$ cat config.mk
export PLATFORM = sky130hd
export DESIGN_NAME = size_count_agent_transition
export DESIGN_NICKNAME = d
export VERILOG_FILES = /design/src/rtl/core/sca_pkg.sv /design/src/rtl/core/sca_cfg_regs.sv /design/src/rtl/core/sca_front.sv /design/src/rtl/core/sca_back.sv /design/src/rtl/core/size_count_agent_transition.sv
export SDC_FILE = /design/constraint.sdc
export NUM_CORES = 2
export LEC_CHECK = 0
export BUFFER_PORTS_ARGS = -buffer_cell sky130_fd_sc_hd__buf_4
export CAP_MARGIN = 20
export CORE_MARGIN = 2
export CORE_UTILIZATION = 55
export CTS_CLUSTER_SIZE = 16
export DETAILED_ROUTE_END_ITERATION = 8
export GPL_ROUTABILITY_DRIVEN = 0
export PLACE_DENSITY = 0.68
export SLEW_MARGIN = 0
export SYNTH_ARGS = -nofsm -noshare
export SYNTH_HDL_FRONTEND = slang
export SYNTH_SLANG_ARGS = --single-unit
$ cat constraint.sdc
create_clock -name clk -period 8.4 [get_ports clk]
set_input_delay 1.26 -clock clk [delete_from_list [all_inputs] [get_ports clk]]
set_output_delay 1.26 -clock clk [all_outputs]
set_load 0.02 [all_outputs]
$ cat src/rtl/core/sca_pkg.sv
// ----------------------------------------------------------------------------
// Size count agent transition package
// Shared widths, configuration register indexes, reset values and the
// configuration word type.
// ----------------------------------------------------------------------------
package sca_pkg;

    localparam int TIME_BITS_DEF     = 21;
    localparam int ESTIMATE_BITS_DEF = 12;
    localparam int COUNT_BITS        = 20;
    localparam int DRAW_BITS         = 7;
    localparam int MULT_BITS         = 8;
    localparam int OVER_BITS         = 4;
    localparam int CFG_INDEX_BITS    = 3;
    localparam int CFG_DATA_BITS     = 8;

    typedef enum logic [CFG_INDEX_BITS-1:0] {
        CFG_RESET_TIME   = 3'd0,
        CFG_HEALTHY_TIME = 3'd1,
        CFG_ADOPT_TIME   = 3'd2,
        CFG_INTERACTION  = 3'd3,
        CFG_OVERESTIMATE = 3'd4
    } cfg_index_t;

    localparam logic [MULT_BITS-1:0] RESET_TIME_RST   = 8'd8;
    localparam logic [MULT_BITS-1:0] HEALTHY_TIME_RST = 8'd4;
    localparam logic [MULT_BITS-1:0] ADOPT_TIME_RST   = 8'd2;
    localparam logic [MULT_BITS-1:0] INTERACTION_RST  = 8'd16;
    localparam logic [OVER_BITS-1:0] OVERESTIMATE_RST = 4'd2;

    typedef struct packed {
        logic [MULT_BITS-1:0] reset_time;
        logic [MULT_BITS-1:0] healthy_time;
        logic [MULT_BITS-1:0] adopt_time;
        logic [MULT_BITS-1:0] interaction;
        logic [OVER_BITS-1:0] overestimate;
    } cfg_t;

endpackage

$ cat src/rtl/core/sca_cfg_regs.sv
// ----------------------------------------------------------------------------
// Size count agent transition configuration registers
// Holds the five multipliers and takes one register write per cycle.
// ----------------------------------------------------------------------------
module sca_cfg_regs (
    input  logic                               clk,
    input  logic                               rst_n,
    input  logic                               cfg_we,
    input  logic [sca_pkg::CFG_INDEX_BITS-1:0] cfg_index,
    input  logic [sca_pkg::CFG_DATA_BITS-1:0]  cfg_data,
    output sca_pkg::cfg_t                      cfg
);
    import sca_pkg::*;

    cfg_t cfg_reg;
    cfg_t cfg_next;

    always_comb
    begin
        cfg_next = cfg_reg;
        if (cfg_we)
        begin
            case (cfg_index)
                CFG_RESET_TIME:   cfg_next.reset_time   = cfg_data;
                CFG_HEALTHY_TIME: cfg_next.healthy_time = cfg_data;
                CFG_ADOPT_TIME:   cfg_next.adopt_time   = cfg_data;
                CFG_INTERACTION:  cfg_next.interaction  = cfg_data;
                CFG_OVERESTIMATE: cfg_next.overestimate = cfg_data[OVER_BITS-1:0];
                default:          cfg_next = cfg_reg;
            endcase
        end
    end

    always_ff @(posedge clk or negedge rst_n)
    begin
        if (!rst_n)
        begin
            cfg_reg.reset_time   <= RESET_TIME_RST;
            cfg_reg.healthy_time <= HEALTHY_TIME_RST;
            cfg_reg.adopt_time   <= ADOPT_TIME_RST;
            cfg_reg.interaction  <= INTERACTION_RST;
            cfg_reg.overestimate <= OVERESTIMATE_RST;
        end
        else
        begin
            cfg_reg <= cfg_next;
        end
    end

    assign cfg = cfg_reg;

endmodule

$ cat src/rtl/core/sca_front.sv
// ----------------------------------------------------------------------------
// Size count agent transition front pipeline
// Three stages: threshold products and scaled draws, the timeout or mismatch
// resample, and the periodic resample.
// ----------------------------------------------------------------------------
module sca_front #(
    parameter int TIME_BITS     = sca_pkg::TIME_BITS_DEF,
    parameter int ESTIMATE_BITS = sca_pkg::ESTIMATE_BITS_DEF
) (
    input  logic                                 clk,
    input  logic                                 rst_n,
    input  sca_pkg::cfg_t                        cfg,
    input  logic                                 in_valid,
    input  logic [TIME_BITS-1:0]                 own_time,
    input  logic [ESTIMATE_BITS-1:0]             own_estimate,
    input  logic [ESTIMATE_BITS-1:0]             own_last_estimate,
    input  logic [sca_pkg::COUNT_BITS-1:0]       own_count,
    input  logic [TIME_BITS-1:0]                 peer_time,
    input  logic [ESTIMATE_BITS-1:0]             peer_estimate,
    input  logic [ESTIMATE_BITS-1:0]             peer_last_estimate,
    input  logic [sca_pkg::DRAW_BITS-1:0]        first_draw,
    input  logic [sca_pkg::DRAW_BITS-1:0]        second_draw,
    output logic                                 out_valid,
    output logic [TIME_BITS-1:0]                 out_time,
    output logic [ESTIMATE_BITS-1:0]             out_estimate,
    output logic [ESTIMATE_BITS-1:0]             out_last_estimate,
    output logic [sca_pkg::COUNT_BITS-1:0]       out_count,
    output logic [TIME_BITS-1:0]                 out_peer_time,
    output logic [ESTIMATE_BITS-1:0]             out_peer_estimate,
    output logic [ESTIMATE_BITS-1:0]             out_peer_last_estimate,
    output logic [sca_pkg::MULT_BITS+ESTIMATE_BITS-1:0] out_t2_peer,
    output logic [sca_pkg::MULT_BITS+ESTIMATE_BITS-1:0] out_t3_peer,
    output logic [TIME_BITS-1:0]                 out_t3_peer_sat
);
    import sca_pkg::*;

    localparam int PB = MULT_BITS + ESTIMATE_BITS;
    localparam int CW = ((TIME_BITS > PB) ? TIME_BITS : PB) + 2;
    localparam int SB = DRAW_BITS + OVER_BITS;
    localparam int SW = (SB > ESTIMATE_BITS) ? SB : ESTIMATE_BITS;
    localparam int DW = (DRAW_BITS > ESTIMATE_BITS) ? DRAW_BITS : ESTIMATE_BITS;
    localparam int KW = (COUNT_BITS > PB) ? COUNT_BITS : PB;

    function automatic logic signed [CW-1:0] sx_time(input logic [TIME_BITS-1:0] t);
        sx_time = {{(CW-TIME_BITS){t[TIME_BITS-1]}}, t};
    endfunction

    function automatic logic signed [CW-1:0] zx_prod(input logic [PB-1:0] p);
        zx_prod = {{(CW-PB){1'b0}}, p};
    endfunction

    function automatic logic [TIME_BITS-1:0] sat_prod(input logic [PB-1:0] p);
        logic signed [CW-1:0] w;
        logic signed [CW-1:0] lim;
        w   = zx_prod(p);
        lim = {{(CW-TIME_BITS+1){1'b0}}, {(TIME_BITS-1){1'b1}}};
        sat_prod = (w > lim) ? lim[TIME_BITS-1:0] : w[TIME_BITS-1:0];
    endfunction

    function automatic logic [ESTIMATE_BITS-1:0] scale_draw(
        input logic [DRAW_BITS-1:0] d,
        input logic [OVER_BITS-1:0] f
    );
        logic [SB-1:0] p;
        logic [SW-1:0] w;
        logic [SW-1:0] emax;
        p    = SB'(d) * SB'(f);
        w    = SW'(p);
        emax = SW'({ESTIMATE_BITS{1'b1}});
        scale_draw = (w > emax) ? emax[ESTIMATE_BITS-1:0] : w[ESTIMATE_BITS-1:0];
    endfunction

    // Stage 1.
    logic                     s1_valid_reg;
    logic [TIME_BITS-1:0]     s1_time_reg;
    logic [ESTIMATE_BITS-1:0] s1_est_reg;
    logic [ESTIMATE_BITS-1:0] s1_last_reg;
    logic [COUNT_BITS-1:0]    s1_count_reg;
    logic [TIME_BITS-1:0]     s1_peer_time_reg;
    logic [ESTIMATE_BITS-1:0] s1_peer_est_reg;
    logic [ESTIMATE_BITS-1:0] s1_peer_last_reg;
    logic [DRAW_BITS-1:0]     s1_draw2_reg;
    logic [ESTIMATE_BITS-1:0] s1_draw1_est_reg;
    logic [ESTIMATE_BITS-1:0] s1_draw2_est_reg;
    logic [PB-1:0]            s1_t2_own_reg;
    logic [PB-1:0]            s1_t3_own_reg;
    logic [PB-1:0]            s1_t2_peer_reg;
    logic [PB-1:0]            s1_t3_peer_reg;
    logic [ESTIMATE_BITS-1:0] s1_draw1_est_next;
    logic [ESTIMATE_BITS-1:0] s1_draw2_est_next;
    logic [PB-1:0]            s1_t2_own_next;
    logic [PB-1:0]            s1_t3_own_next;
    logic [PB-1:0]            s1_t2_peer_next;
    logic [PB-1:0]            s1_t3_peer_next;

    always_comb
    begin
        s1_draw1_est_next = scale_draw(first_draw, cfg.overestimate);
        s1_draw2_est_next = scale_draw(second_draw, cfg.overestimate);
        s1_t2_own_next    = PB'(cfg.healthy_time) * PB'(own_estimate);
        s1_t3_own_next    = PB'(cfg.adopt_time) * PB'(own_estimate);
        s1_t2_peer_next   = PB'(cfg.healthy_time) * PB'(peer_estimate);
        s1_t3_peer_next   = PB'(cfg.adopt_time) * PB'(peer_estimate);
    end

    always_ff @(posedge clk)
    begin
        s1_time_reg      <= own_time;
        s1_est_reg       <= own_estimate;
        s1_last_reg      <= own_last_estimate;
        s1_count_reg     <= own_count;
        s1_peer_time_reg <= peer_time;
        s1_peer_est_reg  <= peer_estimate;
        s1_peer_last_reg <= peer_last_estimate;
        s1_draw2_reg     <= second_draw;
        s1_draw1_est_reg <= s1_draw1_est_next;
        s1_draw2_est_reg <= s1_draw2_est_next;
        s1_t2_own_reg    <= s1_t2_own_next;
        s1_t3_own_reg    <= s1_t3_own_next;
        s1_t2_peer_reg   <= s1_t2_peer_next;
        s1_t3_peer_reg   <= s1_t3_peer_next;
    end

    // Stage 2.
    logic                     s2_valid_reg;
    logic                     s2_resample_reg;
    logic [TIME_BITS-1:0]     s2_time_reg;
    logic [ESTIMATE_BITS-1:0] s2_est_reg;
    logic [ESTIMATE_BITS-1:0] s2_last_reg;
    logic [COUNT_BITS-1:0]    s2_count_reg;
    logic [ESTIMATE_BITS-1:0] s2_big_reg;
    logic [TIME_BITS-1:0]     s2_peer_time_reg;
    logic [ESTIMATE_BITS-1:0] s2_peer_est_reg;
    logic [ESTIMATE_BITS-1:0] s2_peer_last_reg;
    logic [DRAW_BITS-1:0]     s2_draw2_reg;
    logic [ESTIMATE_BITS-1:0] s2_draw2_est_reg;
    logic [PB-1:0]            s2_t1_draw2_reg;
    logic [PB-1:0]            s2_t2_peer_reg;
    logic [PB-1:0]            s2_t3_peer_reg;
    logic [TIME_BITS-1:0]     s2_t3_peer_sat_reg;
    logic                     s2_resample_next;
    logic [ESTIMATE_BITS-1:0] s2_est_next;
    logic [ESTIMATE_BITS-1:0] s2_last_next;
    logic [COUNT_BITS-1:0]    s2_count_next;
    logic [ESTIMATE_BITS-1:0] s2_big_next;
    logic [PB-1:0]            s2_t1_draw2_next;
    logic [TIME_BITS-1:0]     s2_t3_peer_sat_next;
    logic signed [CW-1:0]     s1_ut;
    logic signed [CW-1:0]     s1_vt;

    always_comb
    begin
        s1_ut = sx_time(s1_time_reg);
        s1_vt = sx_time(s1_peer_time_reg);
        s2_resample_next = s1_time_reg[TIME_BITS-1] || (s1_time_reg == '0)
            || ((s1_ut <= zx_prod(s1_t3_own_reg)) && (s1_vt > zx_prod(s1_t2_peer_reg)))
            || ((s1_ut < zx_prod(s1_t2_own_reg)) && (s1_est_reg != s1_peer_est_reg));
        s2_est_next   = s2_resample_next ? s1_draw1_est_reg : s1_est_reg;
        s2_last_next  = s2_resample_next ? s1_est_reg : s1_last_reg;
        s2_count_next = s2_resample_next ? '0 : s1_count_reg;
        s2_big_next   = (s2_est_next < s2_last_next) ? s2_last_next : s2_est_next;
        s2_t1_draw2_next    = PB'(cfg.reset_time) * PB'(s1_draw2_est_reg);
        s2_t3_peer_sat_next = sat_prod(s1_t3_peer_reg);
    end

    always_ff @(posedge clk)
    begin
        s2_resample_reg    <= s2_resample_next;
        s2_time_reg        <= s1_time_reg;
        s2_est_reg         <= s2_est_next;
        s2_last_reg        <= s2_last_next;
        s2_count_reg       <= s2_count_next;
        s2_big_reg         <= s2_big_next;
        s2_peer_time_reg   <= s1_peer_time_reg;
        s2_peer_est_reg    <= s1_peer_est_reg;
        s2_peer_last_reg   <= s1_peer_last_reg;
        s2_draw2_reg       <= s1_draw2_reg;
        s2_draw2_est_reg   <= s1_draw2_est_reg;
        s2_t1_draw2_reg    <= s2_t1_draw2_next;
        s2_t2_peer_reg     <= s1_t2_peer_reg;
        s2_t3_peer_reg     <= s1_t3_peer_reg;
        s2_t3_peer_sat_reg <= s2_t3_peer_sat_next;
    end

    // Stage 3.
    logic                     s3_valid_reg;
    logic [TIME_BITS-1:0]     s3_time_reg;
    logic [ESTIMATE_BITS-1:0] s3_est_reg;
    logic [ESTIMATE_BITS-1:0] s3_last_reg;
    logic [COUNT_BITS-1:0]    s3_count_reg;
    logic [TIME_BITS-1:0]     s3_peer_time_reg;
    logic [ESTIMATE_BITS-1:0] s3_peer_est_reg;
    logic [ESTIMATE_BITS-1:0] s3_peer_last_reg;
    logic [PB-1:0]            s3_t2_peer_reg;
    logic [PB-1:0]            s3_t3_peer_reg;
    logic [TIME_BITS-1:0]     s3_t3_peer_sat_reg;
    logic [TIME_BITS-1:0]     s3_time_next;
    logic [ESTIMATE_BITS-1:0] s3_est_next;
    logic [COUNT_BITS-1:0]    s3_count_next;
    logic [PB-1:0]            s2_t1_big;
    logic [PB-1:0]            s2_limit;

    always_comb
    begin
        s2_t1_big     = PB'(cfg.reset_time) * PB'(s2_big_reg);
        s2_limit      = PB'(cfg.interaction) * PB'(s2_big_reg);
        s3_time_next  = s2_resample_reg ? sat_prod(s2_t1_big) : s2_time_reg;
        s3_est_next   = s2_est_reg;
        s3_count_next = s2_count_reg;
        if (KW'(s2_count_reg) > KW'(s2_limit))
        begin
            s3_count_next = '0;
            if (DW'(s2_draw2_reg) > DW'(s2_est_reg))
            begin
                s3_est_next  = s2_draw2_est_reg;
                s3_time_next = sat_prod(s2_t1_draw2_reg);
            end
        end
    end

    always_ff @(posedge clk)
    begin
        s3_time_reg        <= s3_time_next;
        s3_est_reg         <= s3_est_next;
        s3_last_reg        <= s2_last_reg;
        s3_count_reg       <= s3_count_next;
        s3_peer_time_reg   <= s2_peer_time_reg;
        s3_peer_est_reg    <= s2_peer_est_reg;
        s3_peer_last_reg   <= s2_peer_last_reg;
        s3_t2_peer_reg     <= s2_t2_peer_reg;
        s3_t3_peer_reg     <= s2_t3_peer_reg;
        s3_t3_peer_sat_reg <= s2_t3_peer_sat_reg;
    end

    always_ff @(posedge clk or negedge rst_n)
    begin
        if (!rst_n)
        begin
            s1_valid_reg <= 1'b0;
            s2_valid_reg <= 1'b0;
            s3_valid_reg <= 1'b0;
        end
        else
        begin
            s1_valid_reg <= in_valid;
            s2_valid_reg <= s1_valid_reg;
            s3_valid_reg <= s2_valid_reg;
        end
    end

    assign out_valid              = s3_valid_reg;
    assign out_time               = s3_time_reg;
    assign out_estimate           = s3_est_reg;
    assign out_last_estimate      = s3_last_reg;
    assign out_count              = s3_count_reg;
    assign out_peer_time          = s3_peer_time_reg;
    assign out_peer_estimate      = s3_peer_est_reg;
    assign out_peer_last_estimate = s3_peer_last_reg;
    assign out_t2_peer            = s3_t2_peer_reg;
    assign out_t3_peer            = s3_t3_peer_reg;
    assign out_t3_peer_sat        = s3_t3_peer_sat_reg;

    // Either resample rule leaves the count cleared before the increment.
    a_resample_clears_count: assert property (@(posedge clk) disable iff (!rst_n)
        (s2_valid_reg && s2_resample_reg) |=> (s3_count_reg == '0))
        else $error("resampled word kept a nonzero count");

endmodule

$ cat src/rtl/core/sca_back.sv
// ----------------------------------------------------------------------------
// Size count agent transition back pipeline
// Three stages: the settled threshold of the new estimate, adoption of a
// larger peer estimate, and the merge with the final timer and count update.
// ----------------------------------------------------------------------------
module sca_back #(
    parameter int TIME_BITS     = sca_pkg::TIME_BITS_DEF,
    parameter int ESTIMATE_BITS = sca_pkg::ESTIMATE_BITS_DEF
) (
    input  logic                                 clk,
    input  logic                                 rst_n,
    input  sca_pkg::cfg_t                        cfg,
    input  logic                                 in_valid,
    input  logic [TIME_BITS-1:0]                 in_time,
    input  logic [ESTIMATE_BITS-1:0]             in_estimate,
    input  logic [ESTIMATE_BITS-1:0]             in_last_estimate,
    input  logic [sca_pkg::COUNT_BITS-1:0]       in_count,
    input  logic [TIME_BITS-1:0]                 in_peer_time,
    input  logic [ESTIMATE_BITS-1:0]             in_peer_estimate,
    input  logic [ESTIMATE_BITS-1:0]             in_peer_last_estimate,
    input  logic [sca_pkg::MULT_BITS+ESTIMATE_BITS-1:0] in_t2_peer,
    input  logic [sca_pkg::MULT_BITS+ESTIMATE_BITS-1:0] in_t3_peer,
    input  logic [TIME_BITS-1:0]                 in_t3_peer_sat,
    output logic                                 done,
    output logic [TIME_BITS-1:0]                 out_time,
    output logic [ESTIMATE_BITS-1:0]             out_estimate,
    output logic [ESTIMATE_BITS-1:0]             out_last_estimate,
    output logic [sca_pkg::COUNT_BITS-1:0]       out_count
);
    import sca_pkg::*;

    localparam int PB = MULT_BITS + ESTIMATE_BITS;
    localparam int CW = ((TIME_BITS > PB) ? TIME_BITS : PB) + 2;
    localparam logic [TIME_BITS-1:0] TIME_MIN = {1'b1, {(TIME_BITS-1){1'b0}}};

    function automatic logic signed [CW-1:0] sx_time(input logic [TIME_BITS-1:0] t);
        sx_time = {{(CW-TIME_BITS){t[TIME_BITS-1]}}, t};
    endfunction

    function automatic logic signed [CW-1:0] zx_prod(input logic [PB-1:0] p);
        zx_prod = {{(CW-PB){1'b0}}, p};
    endfunction

    // Stage 4.
    logic                     s4_valid_reg;
    logic [TIME_BITS-1:0]     s4_time_reg;
    logic [ESTIMATE_BITS-1:0] s4_est_reg;
    logic [ESTIMATE_BITS-1:0] s4_last_reg;
    logic [COUNT_BITS-1:0]    s4_count_reg;
    logic [TIME_BITS-1:0]     s4_peer_time_reg;
    logic [ESTIMATE_BITS-1:0] s4_peer_est_reg;
    logic [ESTIMATE_BITS-1:0] s4_peer_last_reg;
    logic [PB-1:0]            s4_t2_own_reg;
    logic [PB-1:0]            s4_t2_peer_reg;
    logic [PB-1:0]            s4_t3_peer_reg;
    logic [TIME_BITS-1:0]     s4_t3_peer_sat_reg;
    logic [PB-1:0]            s4_t2_own_next;

    assign s4_t2_own_next = PB'(cfg.healthy_time) * PB'(in_estimate);

    always_ff @(posedge clk)
    begin
        s4_time_reg        <= in_time;
        s4_est_reg         <= in_estimate;
        s4_last_reg        <= in_last_estimate;
        s4_count_reg       <= in_count;
        s4_peer_time_reg   <= in_peer_time;
        s4_peer_est_reg    <= in_peer_estimate;
        s4_peer_last_reg   <= in_peer_last_estimate;
        s4_t2_own_reg      <= s4_t2_own_next;
        s4_t2_peer_reg     <= in_t2_peer;
        s4_t3_peer_reg     <= in_t3_peer;
        s4_t3_peer_sat_reg <= in_t3_peer_sat;
    end

    // Stage 5.
    logic                     s5_valid_reg;
    logic [TIME_BITS-1:0]     s5_time_reg;
    logic [ESTIMATE_BITS-1:0] s5_est_reg;
    logic [ESTIMATE_BITS-1:0] s5_last_reg;
    logic [COUNT_BITS-1:0]    s5_count_reg;
    logic [TIME_BITS-1:0]     s5_peer_time_reg;
    logic [ESTIMATE_BITS-1:0] s5_peer_est_reg;
    logic [ESTIMATE_BITS-1:0] s5_peer_last_reg;
    logic [PB-1:0]            s5_t2_own_reg;
    logic [PB-1:0]            s5_t3_peer_reg;
    logic                     s4_adopt;
    logic [TIME_BITS-1:0]     s5_time_next;
    logic [ESTIMATE_BITS-1:0] s5_est_next;
    logic [PB-1:0]            s5_t2_own_next;

    always_comb
    begin
        s4_adopt = (sx_time(s4_time_reg) > zx_prod(s4_t2_own_reg))
            && (sx_time(s4_peer_time_reg) > zx_prod(s4_t2_peer_reg))
            && (s4_est_reg < s4_peer_est_reg);
        s5_time_next   = s4_adopt ? s4_t3_peer_sat_reg : s4_time_reg;
        s5_est_next    = s4_adopt ? s4_peer_est_reg : s4_est_reg;
        s5_t2_own_next = s4_adopt ? s4_t2_peer_reg : s4_t2_own_reg;
    end

    always_ff @(posedge clk)
    begin
        s5_time_reg      <= s5_time_next;
        s5_est_reg       <= s5_est_next;
        s5_last_reg      <= s4_last_reg;
        s5_count_reg     <= s4_count_reg;
        s5_peer_time_reg <= s4_peer_time_reg;
        s5_peer_est_reg  <= s4_peer_est_reg;
        s5_peer_last_reg <= s4_peer_last_reg;
        s5_t2_own_reg    <= s5_t2_own_next;
        s5_t3_peer_reg   <= s4_t3_peer_reg;
    end

    // Stage 6.
    logic                     done_reg;
    logic [TIME_BITS-1:0]     out_time_reg;
    logic [ESTIMATE_BITS-1:0] out_est_reg;
    logic [ESTIMATE_BITS-1:0] out_last_reg;
    logic [COUNT_BITS-1:0]    out_count_reg;
    logic                     s5_merge;
    logic [TIME_BITS-1:0]     s5_time_max;
    logic [TIME_BITS-1:0]     out_time_next;
    logic [ESTIMATE_BITS-1:0] out_last_next;
    logic [COUNT_BITS-1:0]    out_count_next;

    always_comb
    begin
        s5_merge = (s5_est_reg == s5_peer_est_reg)
            && !((sx_time(s5_time_reg) > zx_prod(s5_t2_own_reg))
                && (sx_time(s5_peer_time_reg) < zx_prod(s5_t3_peer_reg)));
        out_last_next = (s5_merge && (s5_last_reg < s5_peer_last_reg))
            ? s5_peer_last_reg : s5_last_reg;
        s5_time_max = (sx_time(s5_time_reg) < sx_time(s5_peer_time_reg))
            ? s5_peer_time_reg : s5_time_reg;
        out_time_next  = (s5_time_max == TIME_MIN) ? TIME_MIN : s5_time_max - 1'b1;
        out_count_next = (&s5_count_reg) ? s5_count_reg : s5_count_reg + 1'b1;
    end

    always_ff @(posedge clk)
    begin
        out_time_reg  <= out_time_next;
        out_est_reg   <= s5_est_reg;
        out_last_reg  <= out_last_next;
        out_count_reg <= out_count_next;
    end

    always_ff @(posedge clk or negedge rst_n)
    begin
        if (!rst_n)
        begin
            s4_valid_reg <= 1'b0;
            s5_valid_reg <= 1'b0;
            done_reg     <= 1'b0;
        end
        else
        begin
            s4_valid_reg <= in_valid;
            s5_valid_reg <= s4_valid_reg;
            done_reg     <= s5_valid_reg;
        end
    end

    assign done              = done_reg;
    assign out_time          = out_time_reg;
    assign out_estimate      = out_est_reg;
    assign out_last_estimate = out_last_reg;
    assign out_count         = out_count_reg;

    // Every interaction counts itself, so a delivered count is never zero.
    a_count_nonzero: assert property (@(posedge clk) disable iff (!rst_n)
        done_reg |-> (out_count_reg != '0))
        else $error("delivered word has a zero interaction count");

endmodule

$ cat src/rtl/core/size_count_agent_transition.sv
// ----------------------------------------------------------------------------
// Size count agent transition
// A word accepted while start is high passes through the six-stage pipeline
// with its multipliers and reaches the result ports, with done high, from
// the stage 6 registers. Throughput is one word per cycle; busy stays low
// and never holds the pipeline.
// Reset clears every valid bit and restores the register defaults.
// ----------------------------------------------------------------------------
module size_count_agent_transition #(
    parameter int TIME_BITS     = sca_pkg::TIME_BITS_DEF,
    parameter int ESTIMATE_BITS = sca_pkg::ESTIMATE_BITS_DEF
) (
    input  logic                               clk,
    input  logic                               rst_n,
    input  logic                               start,
    output logic                               busy,
    input  logic                               cfg_we,
    input  logic [sca_pkg::CFG_INDEX_BITS-1:0] cfg_index,
    input  logic [sca_pkg::CFG_DATA_BITS-1:0]  cfg_data,
    input  logic signed [TIME_BITS-1:0]        own_time,
    input  logic [ESTIMATE_BITS-1:0]           own_estimate,
    input  logic [ESTIMATE_BITS-1:0]           own_last_estimate,
    input  logic [sca_pkg::COUNT_BITS-1:0]     own_count,
    input  logic signed [TIME_BITS-1:0]        peer_time,
    input  logic [ESTIMATE_BITS-1:0]           peer_estimate,
    input  logic [ESTIMATE_BITS-1:0]           peer_last_estimate,
    input  logic [sca_pkg::DRAW_BITS-1:0]      first_draw,
    input  logic [sca_pkg::DRAW_BITS-1:0]      second_draw,
    output logic                               done,
    output logic signed [TIME_BITS-1:0]        next_time,
    output logic [ESTIMATE_BITS-1:0]           next_estimate,
    output logic [ESTIMATE_BITS-1:0]           next_last_estimate,
    output logic [sca_pkg::COUNT_BITS-1:0]     next_count
);
    import sca_pkg::*;

    localparam int PB      = MULT_BITS + ESTIMATE_BITS;
    localparam int LATENCY = 6;

    cfg_t                     cfg;
    logic                     mid_valid;
    logic [TIME_BITS-1:0]     mid_time;
    logic [ESTIMATE_BITS-1:0] mid_estimate;
    logic [ESTIMATE_BITS-1:0] mid_last_estimate;
    logic [COUNT_BITS-1:0]    mid_count;
    logic [TIME_BITS-1:0]     mid_peer_time;
    logic [ESTIMATE_BITS-1:0] mid_peer_estimate;
    logic [ESTIMATE_BITS-1:0] mid_peer_last_estimate;
    logic [PB-1:0]            mid_t2_peer;
    logic [PB-1:0]            mid_t3_peer;
    logic [TIME_BITS-1:0]     mid_t3_peer_sat;
    logic [TIME_BITS-1:0]     res_time;
    logic                     accept;

    assign busy   = 1'b0;
    assign accept = start && !busy;

    sca_cfg_regs u_cfg_regs (
        .clk       (clk),
        .rst_n     (rst_n),
        .cfg_we    (cfg_we),
        .cfg_index (cfg_index),
        .cfg_data  (cfg_data),
        .cfg       (cfg)
    );

    sca_front #(
        .TIME_BITS     (TIME_BITS),
        .ESTIMATE_BITS (ESTIMATE_BITS)
    ) u_front (
        .clk                    (clk),
        .rst_n                  (rst_n),
        .cfg                    (cfg),
        .in_valid               (accept),
        .own_time               (own_time),
        .own_estimate           (own_estimate),
        .own_last_estimate      (own_last_estimate),
        .own_count              (own_count),
        .peer_time              (peer_time),
        .peer_estimate          (peer_estimate),
        .peer_last_estimate     (peer_last_estimate),
        .first_draw             (first_draw),
        .second_draw            (second_draw),
        .out_valid              (mid_valid),
        .out_time               (mid_time),
        .out_estimate           (mid_estimate),
        .out_last_estimate      (mid_last_estimate),
        .out_count              (mid_count),
        .out_peer_time          (mid_peer_time),
        .out_peer_estimate      (mid_peer_estimate),
        .out_peer_last_estimate (mid_peer_last_estimate),
        .out_t2_peer            (mid_t2_peer),
        .out_t3_peer            (mid_t3_peer),
        .out_t3_peer_sat        (mid_t3_peer_sat)
    );

    sca_back #(
        .TIME_BITS     (TIME_BITS),
        .ESTIMATE_BITS (ESTIMATE_BITS)
    ) u_back (
        .clk                   (clk),
        .rst_n                 (rst_n),
        .cfg                   (cfg),
        .in_valid              (mid_valid),
        .in_time               (mid_time),
        .in_estimate           (mid_estimate),
        .in_last_estimate      (mid_last_estimate),
        .in_count              (mid_count),
        .in_peer_time          (mid_peer_time),
        .in_peer_estimate      (mid_peer_estimate),
        .in_peer_last_estimate (mid_peer_last_estimate),
        .in_t2_peer            (mid_t2_peer),
        .in_t3_peer            (mid_t3_peer),
        .in_t3_peer_sat        (mid_t3_peer_sat),
        .done                  (done),
        .out_time              (res_time),
        .out_estimate          (next_estimate),
        .out_last_estimate     (next_last_estimate),
        .out_count             (next_count)
    );

    assign next_time = res_time;

    // A result word only ever follows an accepted word by the full latency.
    a_done_follows_start: assert property (@(posedge clk) disable iff (!rst_n)
        done |-> $past(accept, LATENCY))
        else $error("result word without a matching accepted word");

endmodule
==> out/qor.csv <==
stage;metric;value;unit
run_status;outcome;finished clean;
worst_setup_path;cpPeakStageDelay;680;ps
yosys;yosysWarnings;0;
yosys;synth-edff-count;0;
clock_tree;cts.sinks;996;
clock_tree;tritoncts;yes;
yosys;ys_ff_latch;996;
sta;hold_viol_final;0;
yosys;synth-compound-area-share;0.0614;
sta;finalCritPeriodShare;0.863;
floorplan;fp.dieW;319;um
yosys;seq_area_frac_synth;0.369;
yosys;synthDominantCellAreaShare;0.349;
worst_setup_path;cp_top_family;adder cells;
worst_setup_path;worstPathArrival;7820;ps
yosys;syn_area_per_cell;10.4;um2
floorplan;io-pin-count;206;
clock_tree;clk_pin_slew;60;ps
sta;slew_violations;0;
sta;rsz0062_at_grt;no;
worst_hold_path;holdCritPathClass;flop to flop;
sta;period_needed;7250;ps
yosys;synth-simple-area-share;0.133;
route;drt_pass1_iterations;5;
yosys;synth_nets;6464;
global_routing;grt_pass1_vias;37709;
worst_setup_path;startpoint;u_front.s2_big_reg[3];
worst_setup_path;critical_path_buf_inv_count;5;
yosys;synth.most_common_cell;dfxtp_1;
route;wl_per_cell;19.2;um
clock_tree;cts_hold_buf;0;
route;wl;131;mm
yosys;netlist_instances;5262;
placed_design;portBuffers;204;
yosys;yosys-mux-area-fraction;0.0335;
placed_design;dpl.hpwl;102;mm
sta;setup_tns;0;ps
sta;fin_skew;37.1;ps
yosys;synthAdderAreaFrac;0.311;
worst_setup_path;worstSetupPathDepth;26;
floorplan;core_area;0.0984;mm2
clock_tree;numCtsBuffers;99;
yosys;ys_async_sr_fraction;0.0422;
final_layout;largest_reg_flops;36;
route;drc;0;
job;maxCapViolCount;0;
worst_setup_path;reg2reg_slack;1150;ps
clock_tree;h-tree-depth;3;
worst_setup_path;r2r_cells;26;
final_layout;area_growth;11.4;%
worst_setup_path;reg2reg_from;u_front.s2_big_reg[3];
global_routing;grt_usage;0.263;
route;vias;36184;
worst_setup_path;worst-setup-path-type;flop to flop;
floorplan;row_count;115;
worst_setup_path;cp_slowest_cell;dfxtp_1;
global_routing;grt_pass1_wl;208;mm
global_routing;overflow;0;
route;vias_per_cell;5.31;
sta;worstMarginPinSlew;1030;ps
final_layout;fin_nets;6641;
floorplan;start_util;0.556;
sta;finalSetupViolations;0;
yosys;synth_xor_area_frac;0.0271;
floorplan;die_h;319;um
worst_setup_path;critPathCapture;u_front.out_time[18];
worst_setup_path;endpoint_kind;flop;
final_layout;drive_above_1_share;0.0971;
worst_setup_path;r2r_end;u_front.out_time[18];
sta;slew_headroom;0.314;
clock_tree;post_cts.repair.setup_buffers;0;
worst_setup_path;cp.required;8970;ps
worst_setup_path;crit_fanout;56;
yosys;synth_cell_types;84;
clock_tree;worstSkewPairLatency;700;ps
clock_tree;cts-root-buf;clkbuf_16;
yosys;netlist_area;0.0547;mm2
global_routing;grt_max_degree;57;
yosys;synth.top_cells.by_count;954 x dfxtp_1, 783 x inv_1, 569 x ha_1, 520 x nand2_1, 494 x fa_1;
sta;fmax;138;MHz
clock_tree;clk_path_buf_depth;3;
yosys;synthTopCellsByArea;dfxtp_1 35%, fa_1 18%, ha_1 13%;
worst_setup_path;cp-start-kind;flop;
yosys;yosys.area.top_type;dfxtp_1;
global_routing;antenna_found_initial;7;
yosys;ys.flop_type;dfxtp_1;
clock_tree;cts_resized;0;
floorplan;die-area;0.102;mm2
route;drtIter0Drc;2100;
yosys;synth_top_family_by_area;adder cells;
route;ant_nets;0;
## per-stage QoR
stage | setup slack (ps) | instance area [um2] | utilization | hold WS [ps] | instances
6_report | 1150 | 60900 | 0.619 | 313 | 6812
5_1_grt | 742 | 60900 | 0.619 | 318 | 6809
4_1_cts | 1200 | 60900 | 0.619 | 312 | 6809
3_5_place_dp | 1260 | 57400 | 0.583 | 312 | 6625
3_3_place_gp | 1350 | 57400 | 0.583 | 310 | 6624
2_1_floorplan | 1890 | 54700 | - | 310 | 5262
## area by class of cell
type                            count  area, um2
Inverter                          783       2940
Fill cell                        8132      37500
Clock buffer                      132       2800
Antenna cell                        3       7.51
Timing Repair Buffer              232       1740
Multi-Input combinational cell   3327      31000
Clock inverter                     52        698
Sequential cell                   996      20200
Tap cell                         1287       1610
## worst min path at each step
stage | depth (start not counted) | endpoint | slack [ps] | from
after floorplan | 0 | u_back.s4_count_reg[0] | 310 | u_front.out_count[0]
after global placement | 0 | u_back.s4_peer_time_reg[10] | 310 | u_front.out_peer_time[10]
after detailed placement | 0 | u_back.s4_count_reg[16] | 310 | u_front.out_count[16]
after CTS | 0 | u_front.s2_draw2_reg[5] | 310 | u_front.s1_draw2_reg[5]
after global routing | 0 | u_back.s4_peer_est_reg[7] | 320 | u_front.out_peer_estimate[7]
final | 0 | u_front.s2_draw2_reg[5] | 310 | u_front.s1_draw2_reg[5]
## cell families after synthesis
kind of cell	count (synthesis)
flip-flops	996
adder cells (fa/ha/maj)	1063
other	1
buffers and inverters	939
AND/OR/NAND/NOR	1420
multiplexers	172
XOR/XNOR	169
AO/OA/AOI/OAI	502
## layer usage
metal	part of all wire	GRT usage	vias to the layer above
met2	0.47	0.442	981
li1	-	-	17215
met4	0.041	0.105	2
met3	0.059	0.0413	242
met1	0.43	0.340	17744
met5	0.00012	0	-
## placed cells by master, fill, tap and decap left out, types with 10 or more instances in the layout
cell,Yosys,layout
nor2_1,101,101
o31ai_1,10,10
o21ai_0,91,91
bufinv_16,0,10
buf_4,2,231
clkinv_2,0,19
and2_1,441,441
or3_1,22,22
dfrtp_1,37,37
a21oi_1,140,140
fa_1,494,494
clkbuf_16,0,100
nor4_1,19,19
dfxtp_1,954,954
nor3_1,49,48
a31oi_1,15,15
ha_1,569,569
mux2_2,88,88
mux2i_1,82,82
xnor2_1,107,107
and3_1,58,58
nor2b_1,52,52
nand2_1,520,520
o21a_1,28,28
clkbuf_8,0,18
o21bai_1,19,19
a21o_1,71,71
nand3_1,57,57
a211o_1,10,10
a211oi_1,32,31
inv_1,783,783
xor2_1,62,62
nand4_1,42,42
nand2b_1,15,15
clkbuf_1,139,14
Power is left out: the tool's default activity adds up to more than one toggle a clock period on the data nets, which glitch-free logic cannot reach.
